## src/rmg_pkg.sv

```systemverilog
package rmg_pkg;

    // Angle input: signed Q3.12, low ANGLE_WIDTH bits used (ANGLE_WIDTH <= 16 here).
    localparam int ANGLE_WIDTH   = 16;
    localparam int CORDIC_STAGES = 14;
    localparam int ATAN_LEN      = 30;
    localparam int NSTAGE        = (CORDIC_STAGES > ATAN_LEN) ? ATAN_LEN : CORDIC_STAGES;

    // Q12 -> Q30 shift
    localparam int Q_SHIFT = 18;
    // scaled angle width: one sign bit over +-2^(ANGLE_WIDTH+17), and room for two pi
    localparam int ZW = (ANGLE_WIDTH + Q_SHIFT + 1 > 35) ? ANGLE_WIDTH + Q_SHIFT + 1 : 35;
    // CORDIC datapath width (Q30, values stay below 2^32 in magnitude)
    localparam int CW = 34;

    localparam longint Q30_PI      = 64'sd3373259426;
    localparam longint Q30_TWO_PI  = 64'sd6746518852;
    localparam longint Q30_HALF_PI = 64'sd1686629713;
    localparam longint Q30_GAIN    = 64'sd652032874;
    localparam longint ROUND_HALF  = 64'sd32768;

    localparam int ELEM_W = 16;
    localparam logic signed [ELEM_W-1:0] ONE_Q14 = 16'sd16384;
    localparam logic signed [ELEM_W-1:0] NEG_ONE_Q14 = -16'sd16384;

    typedef logic [1:0] axis_t;
    localparam axis_t AXIS_X = 2'd0;
    localparam axis_t AXIS_Y = 2'd1;
    localparam axis_t AXIS_Z = 2'd2;

    typedef logic [1:0] row_t;
    localparam row_t ROW_LAST = 2'd3;

    localparam logic [31:0] ATAN_Q30 [ATAN_LEN] = '{
        32'h3243F6A8, 32'h1DAC6705, 32'h0FADBAFC, 32'h07F56EA6, 32'h03FEAB76,
        32'h01FFD55B, 32'h00FFFAAA, 32'h007FFF55, 32'h003FFFEA, 32'h001FFFFD,
        32'h000FFFFF, 32'h0007FFFF, 32'h0003FFFF, 32'h0001FFFF, 32'h0000FFFF,
        32'h00007FFF, 32'h00003FFF, 32'h00001FFF, 32'h00000FFF, 32'h000007FF,
        32'h000003FF, 32'h000001FF, 32'h000000FF, 32'h0000007F, 32'h0000003F,
        32'h0000001F, 32'h0000000F, 32'h00000008, 32'h00000004, 32'h00000002
    };

    // reduced and folded angle, into the CORDIC
    typedef struct packed {
        axis_t                 mode;
        logic                  neg;
        logic signed [CW-1:0]  z;
    } reduce_t;

    // CORDIC result, before sign fix and rounding
    typedef struct packed {
        axis_t                 mode;
        logic                  neg;
        logic signed [CW-1:0]  x;
        logic signed [CW-1:0]  y;
    } cord_t;

    // final cosine/sine in Q1.14
    typedef struct packed {
        axis_t                     mode;
        logic signed [ELEM_W-1:0]  cos_q;
        logic signed [ELEM_W-1:0]  sin_q;
    } trig_t;

endpackage

```

## src/axis_rotation_matrix_generator_unit.sv

```systemverilog
// Pipeline: an accepted angle word passes 3 reduce, 14 CORDIC, 2 round and 1 row register
//   stages before its first row word; rows 1..3 follow, each once the one before is taken.
// New angles enter as earlier rows drain; the single row port emits one row a cycle unless stalled.
// Reset: rst_n is asynchronous, active low; it empties every stage and clears the
//   held cosine, sine, axis and row counter. Datapath registers are not reset.
module axis_rotation_matrix_generator_unit (
    input  logic         clk,
    input  logic         rst_n,
    // input angle words
    input  logic         s_axis_tvalid,
    output logic         s_axis_tready,
    input  logic [15:0]  s_axis_tdata,   // [15:0] angle (signed Q3.12)
    input  logic [1:0]   s_axis_tuser,   // [1:0] mode (0 = x, 1 = y, 2 = z)
    // output row words
    output logic         m_axis_tvalid,
    input  logic         m_axis_tready,
    output logic [63:0]  m_axis_tdata,   // [15:0] col0, [31:16] col1, [47:32] col2, [63:48] col3
    output logic [1:0]   m_axis_tuser,   // [1:0] row_index
    output logic         m_axis_tlast
);
    import rmg_pkg::*;

    // Flow: every stage holds a valid bit and loads when it is empty or its
    // successor takes its word, so bubbles collapse and stalls back up cleanly.

    logic     red_valid, red_ready;
    reduce_t  red_item;
    logic     cor_valid, cor_ready;
    cord_t    cor_item;
    logic     pst_valid, pst_ready;
    trig_t    pst_item;

    // angle scaling, wrap into (-pi, pi], fold into [-pi/2, pi/2]
    rmg_reduce u_reduce (
        .clk       (clk),
        .rst_n     (rst_n),
        .in_valid  (s_axis_tvalid),
        .in_ready  (s_axis_tready),
        .in_mode   (s_axis_tuser),
        .in_angle  (s_axis_tdata[ANGLE_WIDTH-1:0]),
        .out_valid (red_valid),
        .out_ready (red_ready),
        .out_item  (red_item)
    );

    // one CORDIC micro-rotation per stage
    rmg_cordic u_cordic (
        .clk       (clk),
        .rst_n     (rst_n),
        .in_valid  (red_valid),
        .in_ready  (red_ready),
        .in_item   (red_item),
        .out_valid (cor_valid),
        .out_ready (cor_ready),
        .out_item  (cor_item)
    );

    // undo the fold sign, then round and clamp to Q1.14
    rmg_post u_post (
        .clk       (clk),
        .rst_n     (rst_n),
        .in_valid  (cor_valid),
        .in_ready  (cor_ready),
        .in_item   (cor_item),
        .out_valid (pst_valid),
        .out_ready (pst_ready),
        .out_item  (pst_item)
    );

    // holds cos/sin/axis and walks the four rows out
    rmg_rows u_rows (
        .clk       (clk),
        .rst_n     (rst_n),
        .in_valid  (pst_valid),
        .in_ready  (pst_ready),
        .in_item   (pst_item),
        .out_valid (m_axis_tvalid),
        .out_ready (m_axis_tready),
        .out_row   (m_axis_tuser),
        .out_cols  (m_axis_tdata),
        .out_last  (m_axis_tlast)
    );

endmodule

```

## src/rmg_reduce.sv

```systemverilog
module rmg_reduce (
    input  logic                              clk,
    input  logic                              rst_n,
    input  logic                              in_valid,
    output logic                              in_ready,
    input  rmg_pkg::axis_t                    in_mode,
    input  logic [rmg_pkg::ANGLE_WIDTH-1:0]   in_angle,
    output logic                              out_valid,
    input  logic                              out_ready,
    output rmg_pkg::reduce_t                  out_item
);
    import rmg_pkg::*;

    localparam logic signed [ZW-1:0] PI_Z      = ZW'(Q30_PI);
    localparam logic signed [ZW-1:0] TWO_PI_Z  = ZW'(Q30_TWO_PI);
    localparam logic signed [ZW-1:0] HALF_PI_Z = ZW'(Q30_HALF_PI);

    logic                  v0_reg, v1_reg, v2_reg;
    logic                  rdy0, rdy1, rdy2;
    axis_t                 m0_reg, m1_reg;
    logic signed [ZW-1:0]  z0_reg, z1_reg;
    logic signed [ZW-1:0]  z0_next, z1_next, z2_wide;
    reduce_t               item_reg, item_next;

    assign rdy2     = !v2_reg || out_ready;
    assign rdy1     = !v1_reg || rdy2;
    assign rdy0     = !v0_reg || rdy1;
    assign in_ready = rdy0;

    // sign extend and scale Q12 -> Q30
    assign z0_next = {{(ZW-ANGLE_WIDTH-Q_SHIFT){in_angle[ANGLE_WIDTH-1]}},
                      in_angle, {Q_SHIFT{1'b0}}};

    // one wrap by two pi lands in (-pi, pi]
    always_comb
    begin
        if (z0_reg > PI_Z)
            z1_next = z0_reg - TWO_PI_Z;
        else if (z0_reg <= -PI_Z)
            z1_next = z0_reg + TWO_PI_Z;
        else
            z1_next = z0_reg;
    end

    // fold into [-pi/2, pi/2], flip sign of both outputs
    always_comb
    begin
        item_next.mode = m1_reg;
        if (z1_reg > HALF_PI_Z)
        begin
            z2_wide        = z1_reg - PI_Z;
            item_next.neg  = 1'b1;
        end
        else if (z1_reg < -HALF_PI_Z)
        begin
            z2_wide        = z1_reg + PI_Z;
            item_next.neg  = 1'b1;
        end
        else
        begin
            z2_wide        = z1_reg;
            item_next.neg  = 1'b0;
        end
        item_next.z = z2_wide[CW-1:0];
    end

    always_ff @(posedge clk or negedge rst_n)
    begin
        if (!rst_n)
        begin
            v0_reg <= 1'b0;
            v1_reg <= 1'b0;
            v2_reg <= 1'b0;
        end
        else
        begin
            if (rdy0)
                v0_reg <= in_valid;
            if (rdy1)
                v1_reg <= v0_reg;
            if (rdy2)
                v2_reg <= v1_reg;
        end
    end

    always_ff @(posedge clk)
    begin
        if (rdy0)
        begin
            m0_reg <= in_mode;
            z0_reg <= z0_next;
        end
        if (rdy1)
        begin
            m1_reg <= m0_reg;
            z1_reg <= z1_next;
        end
        if (rdy2)
            item_reg <= item_next;
    end

    assign out_valid = v2_reg;
    assign out_item  = item_reg;

endmodule

```

## src/rmg_cordic.sv

```systemverilog
module rmg_cordic (
    input  logic               clk,
    input  logic               rst_n,
    input  logic               in_valid,
    output logic               in_ready,
    input  rmg_pkg::reduce_t   in_item,
    output logic               out_valid,
    input  logic               out_ready,
    output rmg_pkg::cord_t     out_item
);
    import rmg_pkg::*;

    logic                  v_reg    [NSTAGE];
    logic                  rdy      [NSTAGE];
    axis_t                 mode_reg [NSTAGE];
    logic                  neg_reg  [NSTAGE];
    logic signed [CW-1:0]  x_reg    [NSTAGE];
    logic signed [CW-1:0]  y_reg    [NSTAGE];
    logic signed [CW-1:0]  z_reg    [NSTAGE];

    assign in_ready = rdy[0];

    for (genvar i = 0; i < NSTAGE; i++)
    begin : g_stage
        logic                  vi, negi;
        axis_t                 modei;
        logic signed [CW-1:0]  xi, yi, zi, x_next, y_next, z_next, ang;

        if (i == 0)
        begin : g_first
            assign vi    = in_valid;
            assign modei = in_item.mode;
            assign negi  = in_item.neg;
            assign xi    = CW'(Q30_GAIN);
            assign yi    = '0;
            assign zi    = in_item.z;
        end
        else
        begin : g_next
            assign vi    = v_reg[i-1];
            assign modei = mode_reg[i-1];
            assign negi  = neg_reg[i-1];
            assign xi    = x_reg[i-1];
            assign yi    = y_reg[i-1];
            assign zi    = z_reg[i-1];
        end

        if (i == NSTAGE - 1)
        begin : g_rdy_last
            assign rdy[i] = !v_reg[i] || out_ready;
        end
        else
        begin : g_rdy_mid
            assign rdy[i] = !v_reg[i] || rdy[i+1];
        end

        assign ang = signed'(CW'(ATAN_Q30[i]));

        always_comb
        begin
            if (!zi[CW-1])
            begin
                x_next = xi - (yi >>> i);
                y_next = yi + (xi >>> i);
                z_next = zi - ang;
            end
            else
            begin
                x_next = xi + (yi >>> i);
                y_next = yi - (xi >>> i);
                z_next = zi + ang;
            end
        end

        always_ff @(posedge clk or negedge rst_n)
        begin
            if (!rst_n)
                v_reg[i] <= 1'b0;
            else if (rdy[i])
                v_reg[i] <= vi;
        end

        always_ff @(posedge clk)
        begin
            if (rdy[i])
            begin
                mode_reg[i] <= modei;
                neg_reg[i]  <= negi;
                x_reg[i]    <= x_next;
                y_reg[i]    <= y_next;
                z_reg[i]    <= z_next;
            end
        end
    end

    assign out_valid     = v_reg[NSTAGE-1];
    assign out_item.mode = mode_reg[NSTAGE-1];
    assign out_item.neg  = neg_reg[NSTAGE-1];
    assign out_item.x    = x_reg[NSTAGE-1];
    assign out_item.y    = y_reg[NSTAGE-1];

endmodule

```

## src/rmg_post.sv

```systemverilog
module rmg_post (
    input  logic               clk,
    input  logic               rst_n,
    input  logic               in_valid,
    output logic               in_ready,
    input  rmg_pkg::cord_t     in_item,
    output logic               out_valid,
    input  logic               out_ready,
    output rmg_pkg::trig_t     out_item
);
    import rmg_pkg::*;

    localparam int SW = CW - 16;

    logic                  va_reg, vb_reg;
    logic                  rdya, rdyb;
    axis_t                 ma_reg;
    logic signed [CW-1:0]  xa_reg, ya_reg;
    trig_t                 item_reg, item_next;

    // round Q30 to Q14 and clamp to +-1.0
    function automatic logic signed [ELEM_W-1:0] to_q14(input logic signed [CW-1:0] v);
        logic signed [CW-1:0] r;
        logic signed [SW-1:0] s;
        r = v + CW'(ROUND_HALF);
        s = SW'(r >>> 16);
        if (s > SW'(ONE_Q14))
            return ONE_Q14;
        else if (s < SW'(NEG_ONE_Q14))
            return NEG_ONE_Q14;
        else
            return s[ELEM_W-1:0];
    endfunction

    assign rdyb     = !vb_reg || out_ready;
    assign rdya     = !va_reg || rdyb;
    assign in_ready = rdya;

    always_comb
    begin
        item_next.mode  = ma_reg;
        item_next.cos_q = to_q14(xa_reg);
        item_next.sin_q = to_q14(ya_reg);
    end

    always_ff @(posedge clk or negedge rst_n)
    begin
        if (!rst_n)
        begin
            va_reg <= 1'b0;
            vb_reg <= 1'b0;
        end
        else
        begin
            if (rdya)
                va_reg <= in_valid;
            if (rdyb)
                vb_reg <= va_reg;
        end
    end

    always_ff @(posedge clk)
    begin
        if (rdya)
        begin
            ma_reg <= in_item.mode;
            xa_reg <= in_item.neg ? -in_item.x : in_item.x;
            ya_reg <= in_item.neg ? -in_item.y : in_item.y;
        end
        if (rdyb)
            item_reg <= item_next;
    end

    assign out_valid = vb_reg;
    assign out_item  = item_reg;

endmodule

```

## src/rmg_rows.sv

```systemverilog
module rmg_rows (
    input  logic                              clk,
    input  logic                              rst_n,
    input  logic                              in_valid,
    output logic                              in_ready,
    input  rmg_pkg::trig_t                    in_item,
    output logic                              out_valid,
    input  logic                              out_ready,
    output rmg_pkg::row_t                     out_row,
    output logic [4*rmg_pkg::ELEM_W-1:0]      out_cols,
    output logic                              out_last
);
    import rmg_pkg::*;

    logic                      valid_reg;
    logic signed [ELEM_W-1:0]  cos_hold_reg, sin_hold_reg;
    axis_t                     axis_hold_reg;
    row_t                      row_count_reg;
    logic                      fire, last_fire;
    logic signed [ELEM_W-1:0]  c, s, ns;
    logic signed [ELEM_W-1:0]  col [4];

    assign fire      = valid_reg && out_ready;
    assign last_fire = fire && (row_count_reg == ROW_LAST);
    assign in_ready  = !valid_reg || last_fire;

    assign c  = cos_hold_reg;
    assign s  = sin_hold_reg;
    assign ns = -sin_hold_reg;

    always_comb
    begin
        for (int k = 0; k < 4; k++)
            col[k] = (row_count_reg == row_t'(k)) ? ONE_Q14 : '0;
        case (axis_hold_reg)
            AXIS_X:
            begin
                if (row_count_reg == 2'd1)
                begin
                    col[1] = c;
                    col[2] = s;
                end
                else if (row_count_reg == 2'd2)
                begin
                    col[1] = ns;
                    col[2] = c;
                end
            end
            AXIS_Y:
            begin
                if (row_count_reg == 2'd0)
                begin
                    col[0] = c;
                    col[2] = ns;
                end
                else if (row_count_reg == 2'd2)
                begin
                    col[0] = s;
                    col[2] = c;
                end
            end
            AXIS_Z:
            begin
                if (row_count_reg == 2'd0)
                begin
                    col[0] = c;
                    col[1] = s;
                end
                else if (row_count_reg == 2'd1)
                begin
                    col[0] = ns;
                    col[1] = c;
                end
            end
            default:
            begin
                // undefined axis: identity
            end
        endcase
    end

    always_ff @(posedge clk or negedge rst_n)
    begin
        if (!rst_n)
        begin
            valid_reg     <= 1'b0;
            row_count_reg <= '0;
            cos_hold_reg  <= '0;
            sin_hold_reg  <= '0;
            axis_hold_reg <= AXIS_X;
        end
        else
        begin
            if (fire)
                row_count_reg <= row_count_reg + 2'd1;
            if (in_ready)
                valid_reg <= in_valid;
            if (in_ready && in_valid)
            begin
                cos_hold_reg  <= in_item.cos_q;
                sin_hold_reg  <= in_item.sin_q;
                axis_hold_reg <= in_item.mode;
            end
        end
    end

    assign out_valid = valid_reg;
    assign out_row   = row_count_reg;
    assign out_cols  = {col[3], col[2], col[1], col[0]};
    assign out_last  = (row_count_reg == ROW_LAST);

endmodule

```

## config.mk

```make
export PLATFORM = sky130hd
export DESIGN_NAME = axis_rotation_matrix_generator_unit
export DESIGN_NICKNAME = d
export VERILOG_FILES = /design/src/rmg_pkg.sv /design/src/axis_rotation_matrix_generator_unit.sv /design/src/rmg_reduce.sv /design/src/rmg_cordic.sv /design/src/rmg_post.sv /design/src/rmg_rows.sv
export SDC_FILE = /design/constraint.sdc
export NUM_CORES = 2
export LEC_CHECK = 0
export ABC_CLOCK_PERIOD_IN_PS = 12100
export BUFFER_PORTS_ARGS = -buffer_cell sky130_fd_sc_hd__buf_4
export CAP_MARGIN = 20
export CORE_MARGIN = 2
export CORE_UTILIZATION = 59
export CTS_CLUSTER_DIAMETER = 150
export CTS_CLUSTER_SIZE = 28
export DETAILED_ROUTE_END_ITERATION = 10
export PLACE_DENSITY = 0.87
export SETUP_SLACK_MARGIN = 0.3
export SYNTH_ARGS = -nofsm -noshare
export SYNTH_HDL_FRONTEND = slang
export SYNTH_HIERARCHICAL = 1
export SYNTH_SLANG_ARGS = --single-unit
```

## constraint.sdc

```tcl
create_clock -name clk -period 12.1 [get_ports clk]
set_input_delay 0.605 -clock clk [delete_from_list [all_inputs] [get_ports clk]]
set_output_delay 0.605 -clock clk [all_outputs]
set_load 0.1 [all_outputs]
```

==> load_flow_metrics.sql <==
INSERT INTO impl_metrics (metric_group, metric, value, unit) VALUES
('worst_hold_path', 'hold_class', 'primary input to flop', ''),
('setup_path', 'worst_setup_path_end_kind', 'output port', ''),
('sta', 'skew', '0.09350', 'ns'),
('synth', 'syn_inst_count', '12360', ''),
('clock_network', 'post-cts-setup-buffer-count', '0', ''),
('die', 'start_util', '59.20', '%'),
('synth', 'synth_largest_type_area_fraction', '36.14', '%'),
('place', 'place_hpwl', '215600', 'um'),
('setup_path', 'path_max_fanout', '74', ''),
('setup_path', 'r2r_end', 'u_reduce/z1_reg[32]', ''),
('sta', 'worst_slew_margin_rel', '20.20', '%'),
('sta', 'report.final.hold_viol_count', '0', ''),
('setup_path', 'critical_path_arrival', '7.36', 'ns'),
('layout', 'layout-drive-gt1-share', '3.523', '%'),
('clock_network', 'cts_buffer_depth', '3', ''),
('setup_path', 'worst-r2r-setup-slack', '4.86', 'ns'),
('die', 'core.rowCount', '166', ''),
('synth', 'postSynthAreaPerCell', '9.771', 'sq um'),
('setup_path', 'timing.setup.critical_path_class', 'flop to output port', ''),
('place', 'portBuffers', '75', ''),
('clock_network', 'cts_tree', 'built', ''),
('sta', 'tightest_slew', '1.186', 'ns'),
('layout', 'area_delta_synth_final', '4.320', '%'),
('setup_path', 'worst-path-buf-inv', '5', ''),
('sta', 'final_min_period_over_clock_period', '65.80', '%'),
('detailed_routing', 'route.detailed.drc', '0', ''),
('setup_path', 'critical_path.reg2reg.startpoint', 'u_rows/out_row[0]', ''),
('synth', 'synthMostInstantiatedCell', 'sky130_fd_sc_hd__edfxtp_1', ''),
('synth', 'synth-edff-count', '1453', ''),
('setup_path', 'critical-path-max-stage-delay', '0.76', 'ns'),
('detailed_routing', 'post_drt_wl_per_cell', '18.29', 'um'),
('worst_hold_path', 'holdPathEnd', 'u_rows/out_row[0]', ''),
('synth', 'yosysUniqueCellTypes', '118', ''),
('synth', 'ys_ff_latch', '1509', ''),
('synth', 'synthTopCellsByCount', 'sky130_fd_sc_hd__edfxtp_1, sky130_fd_sc_hd__a21oi_1, sky130_fd_sc_hd__ha_1, sky130_fd_sc_hd__xnor2_1, sky130_fd_sc_hd__nor2_1', ''),
('setup_path', 'critical_path.cell_chain', 'ha_1, nand2_1, nand2_1, nand3b_1, buf_4, nor2b_1, nand2_4, nor2_1, nand2_4, nor2_1, and2_1, nand3_4, inv_1, nand3_2, buf_4, nand4b_1, buf_4, buf_4', ''),
('sta', 'timing_max_transition_violations_final', '0', ''),
('sta', 'rsz0062_at_grt', 'no', ''),
('job', 'max_cap_viol_count', '0', ''),
('sta', 'maximum_achievable_frequency', '125.6', 'MHz'),
('detailed_routing', 'detailedRoute.firstIterationViolations', '7785', ''),
('synth', 'asyncSetResetFlopFracSynth', '3.711', '%'),
('worst_hold_path', 'hold_path_startpoint', 'm_axis_tready', ''),
('setup_path', 'setup.worst_path.start_class', 'flop', ''),
('layout', 'layout_nets', '13630', ''),
('die', 'dieHeight', '456.4', 'um'),
('clock_network', 'tritoncts_num_sinks', '1509', ''),
('grt', 'grt_first_pass_wirelength', '444900', 'um'),
('outcome', 'outcome', 'completed', ''),
('die', 'fp.dieArea', '208300', 'sq um'),
('clock_network', 'tritoncts.num_buffers', '60', ''),
('sta', 'timing.final.crit_period', '7.962', 'ns'),
('setup_path', 'r2r_cells', '16', ''),
('synth', 'yosys_warnings', '6', ''),
('setup_path', 'critPathMostFrequentCell', 'sky130_fd_sc_hd__buf_4', ''),
('grt', 'grt_use_total', '25.46', '%'),
('synth', 'synth_seq_area_share', '37.30', '%'),
('clock_network', 'clk_transition_reported_paths', '0.11', 'ns'),
('clock_network', 'clock_root_buffer', 'sky130_fd_sc_hd__clkbuf_16', ''),
('die', 'floorplan.io_pins', '91', ''),
('detailed_routing', 'detail_route.first_pass.iterations', '9', ''),
('sta', 'fin_hold_ws', '0.1211', 'ns'),
('clock_network', 'htree_num_levels', '2', ''),
('detailed_routing', 'detail_route.vias_per_cell', '6.197', ''),
('synth', 'synth_flop_cell', 'sky130_fd_sc_hd__edfxtp_1', ''),
('grt', 'number_of_antenna_violations_at_the_first_check_in_global_routing', '5', ''),
('synth', 'synth_top_cells_by_area', 'sky130_fd_sc_hd__edfxtp_1, sky130_fd_sc_hd__ha_1, sky130_fd_sc_hd__xnor2_1', ''),
('grt', 'grt_pass1_vias', '88560', ''),
('worst_hold_path', 'hold_depth', '3', ''),
('place', 'finalWeightedCongestion', '0.9602', ''),
('detailed_routing', 'num_vias', '93180', '');
==> cell usage in the layout, fill, tap and decap left out, types with 94 or more instances in the layout <==
| cell | instances |
|---|---|
| sky130_fd_sc_hd__a211oi_1 | 108 |
| sky130_fd_sc_hd__a21o_1 | 659 |
| sky130_fd_sc_hd__a21oi_1 | 1258 |
| sky130_fd_sc_hd__a31oi_1 | 141 |
| sky130_fd_sc_hd__and3_1 | 103 |
| sky130_fd_sc_hd__buf_4 | 129 |
| sky130_fd_sc_hd__edfxtp_1 | 1453 |
| sky130_fd_sc_hd__ha_1 | 1254 |
| sky130_fd_sc_hd__inv_1 | 492 |
| sky130_fd_sc_hd__nand2_1 | 600 |
| sky130_fd_sc_hd__nand2b_1 | 198 |
| sky130_fd_sc_hd__nand3_1 | 211 |
| sky130_fd_sc_hd__nor2_1 | 1070 |
| sky130_fd_sc_hd__nor2b_1 | 164 |
| sky130_fd_sc_hd__nor3_1 | 308 |
| sky130_fd_sc_hd__nor4_1 | 94 |
| sky130_fd_sc_hd__o21a_1 | 172 |
| sky130_fd_sc_hd__o21ai_0 | 544 |
| sky130_fd_sc_hd__o21bai_1 | 122 |
| sky130_fd_sc_hd__xnor2_1 | 1118 |
| sky130_fd_sc_hd__xor2_1 | 615 |
==> cell families (layout without fill, tap and decap cells) <==
group           Yosys count  in the layout  share of synthesized area (%)
simple gates           3235           3235                          13.14
buf+inv                 772            747                          2.540
flops                  1509           1509                          37.30
compound gates         3674           3674                          19.56
fa+ha+maj              1292           1292                          13.62
mux                     139            139                          1.248
xor+xnor               1734           1734                          12.58
other cells               2             18                       0.006220
==> worst reg2reg max path: cells and delay by family, from the launching register on <==
family / cells / cell delay, ns
simple gates: 12 / 5.03
buf+inv: 3 / 0.94
flops: 1 / 0.45
fa+ha+maj: 1 / 0.25
==> routing by layer <==
| layer | GRT usage [%] | up-vias | wire (um) |
|---|---|---|---|
| met5 | 0 | - | 0 |
| met2 | 45.29 | 2800 | 135200 |
| met4 | 10.82 | 0 | 12420 |
| li1 | - | 45750 | - |
| met1 | 31.24 | 43980 | 113200 |
| met3 | 2.779 | 660 | 14100 |
==> repair_timing <==
item,in CTS,in global routing
resized for setup,0,0
hold buffers,20,0
endpoints found under the hold margin,75,0
==> area by class of cell <==
cell class              instances  area [sq um]
diodes                          2         5.005
clock buffers                  88          1607
clock inverters                 5         97.59
fillers                     16240         78000
inverters                     503          1897
multi-input cells           10090         72770
flip-flops and latches       1509         45030
well taps                    2688          3363
repair buffers                151          1189
==> through the flow <==
stage / worst slack (ns) / cell area (sq um) / util, % / instances
after floorplan: 0.8141 / 120800 / - / 12370
after global placement: 5.082 / 124000 / 60.81 / 14920
after detailed placement: 4.837 / 124000 / 60.81 / 14920
after CTS: 4.026 / 125900 / 61.74 / 15030
after global routing: 3.593 / 126000 / 61.76 / 15040
final: 4.138 / 126000 / 61.76 / 15040
==> how the worst max path moves through the flow <==
stage / startpoint / cells after the start / end / slack [ns]
floorplan: u_rows/out_row[0] / 14 / u_reduce/m0_reg[0] / 0.81
global placement: m_axis_tready / 16 / u_reduce/z1_reg[17] / 5.08
detailed placement: m_axis_tready / 16 / u_reduce/z1_reg[17] / 4.84
CTS: u_rows/out_row[0] / 18 / s_axis_tready / 4.03
global route: u_rows/out_row[0] / 18 / s_axis_tready / 3.59
finish: u_rows/out_row[0] / 18 / s_axis_tready / 4.14
Power is left out: the tool's default activity adds up to more than one toggle a clock period on the data nets, which glitch-free logic cannot reach.
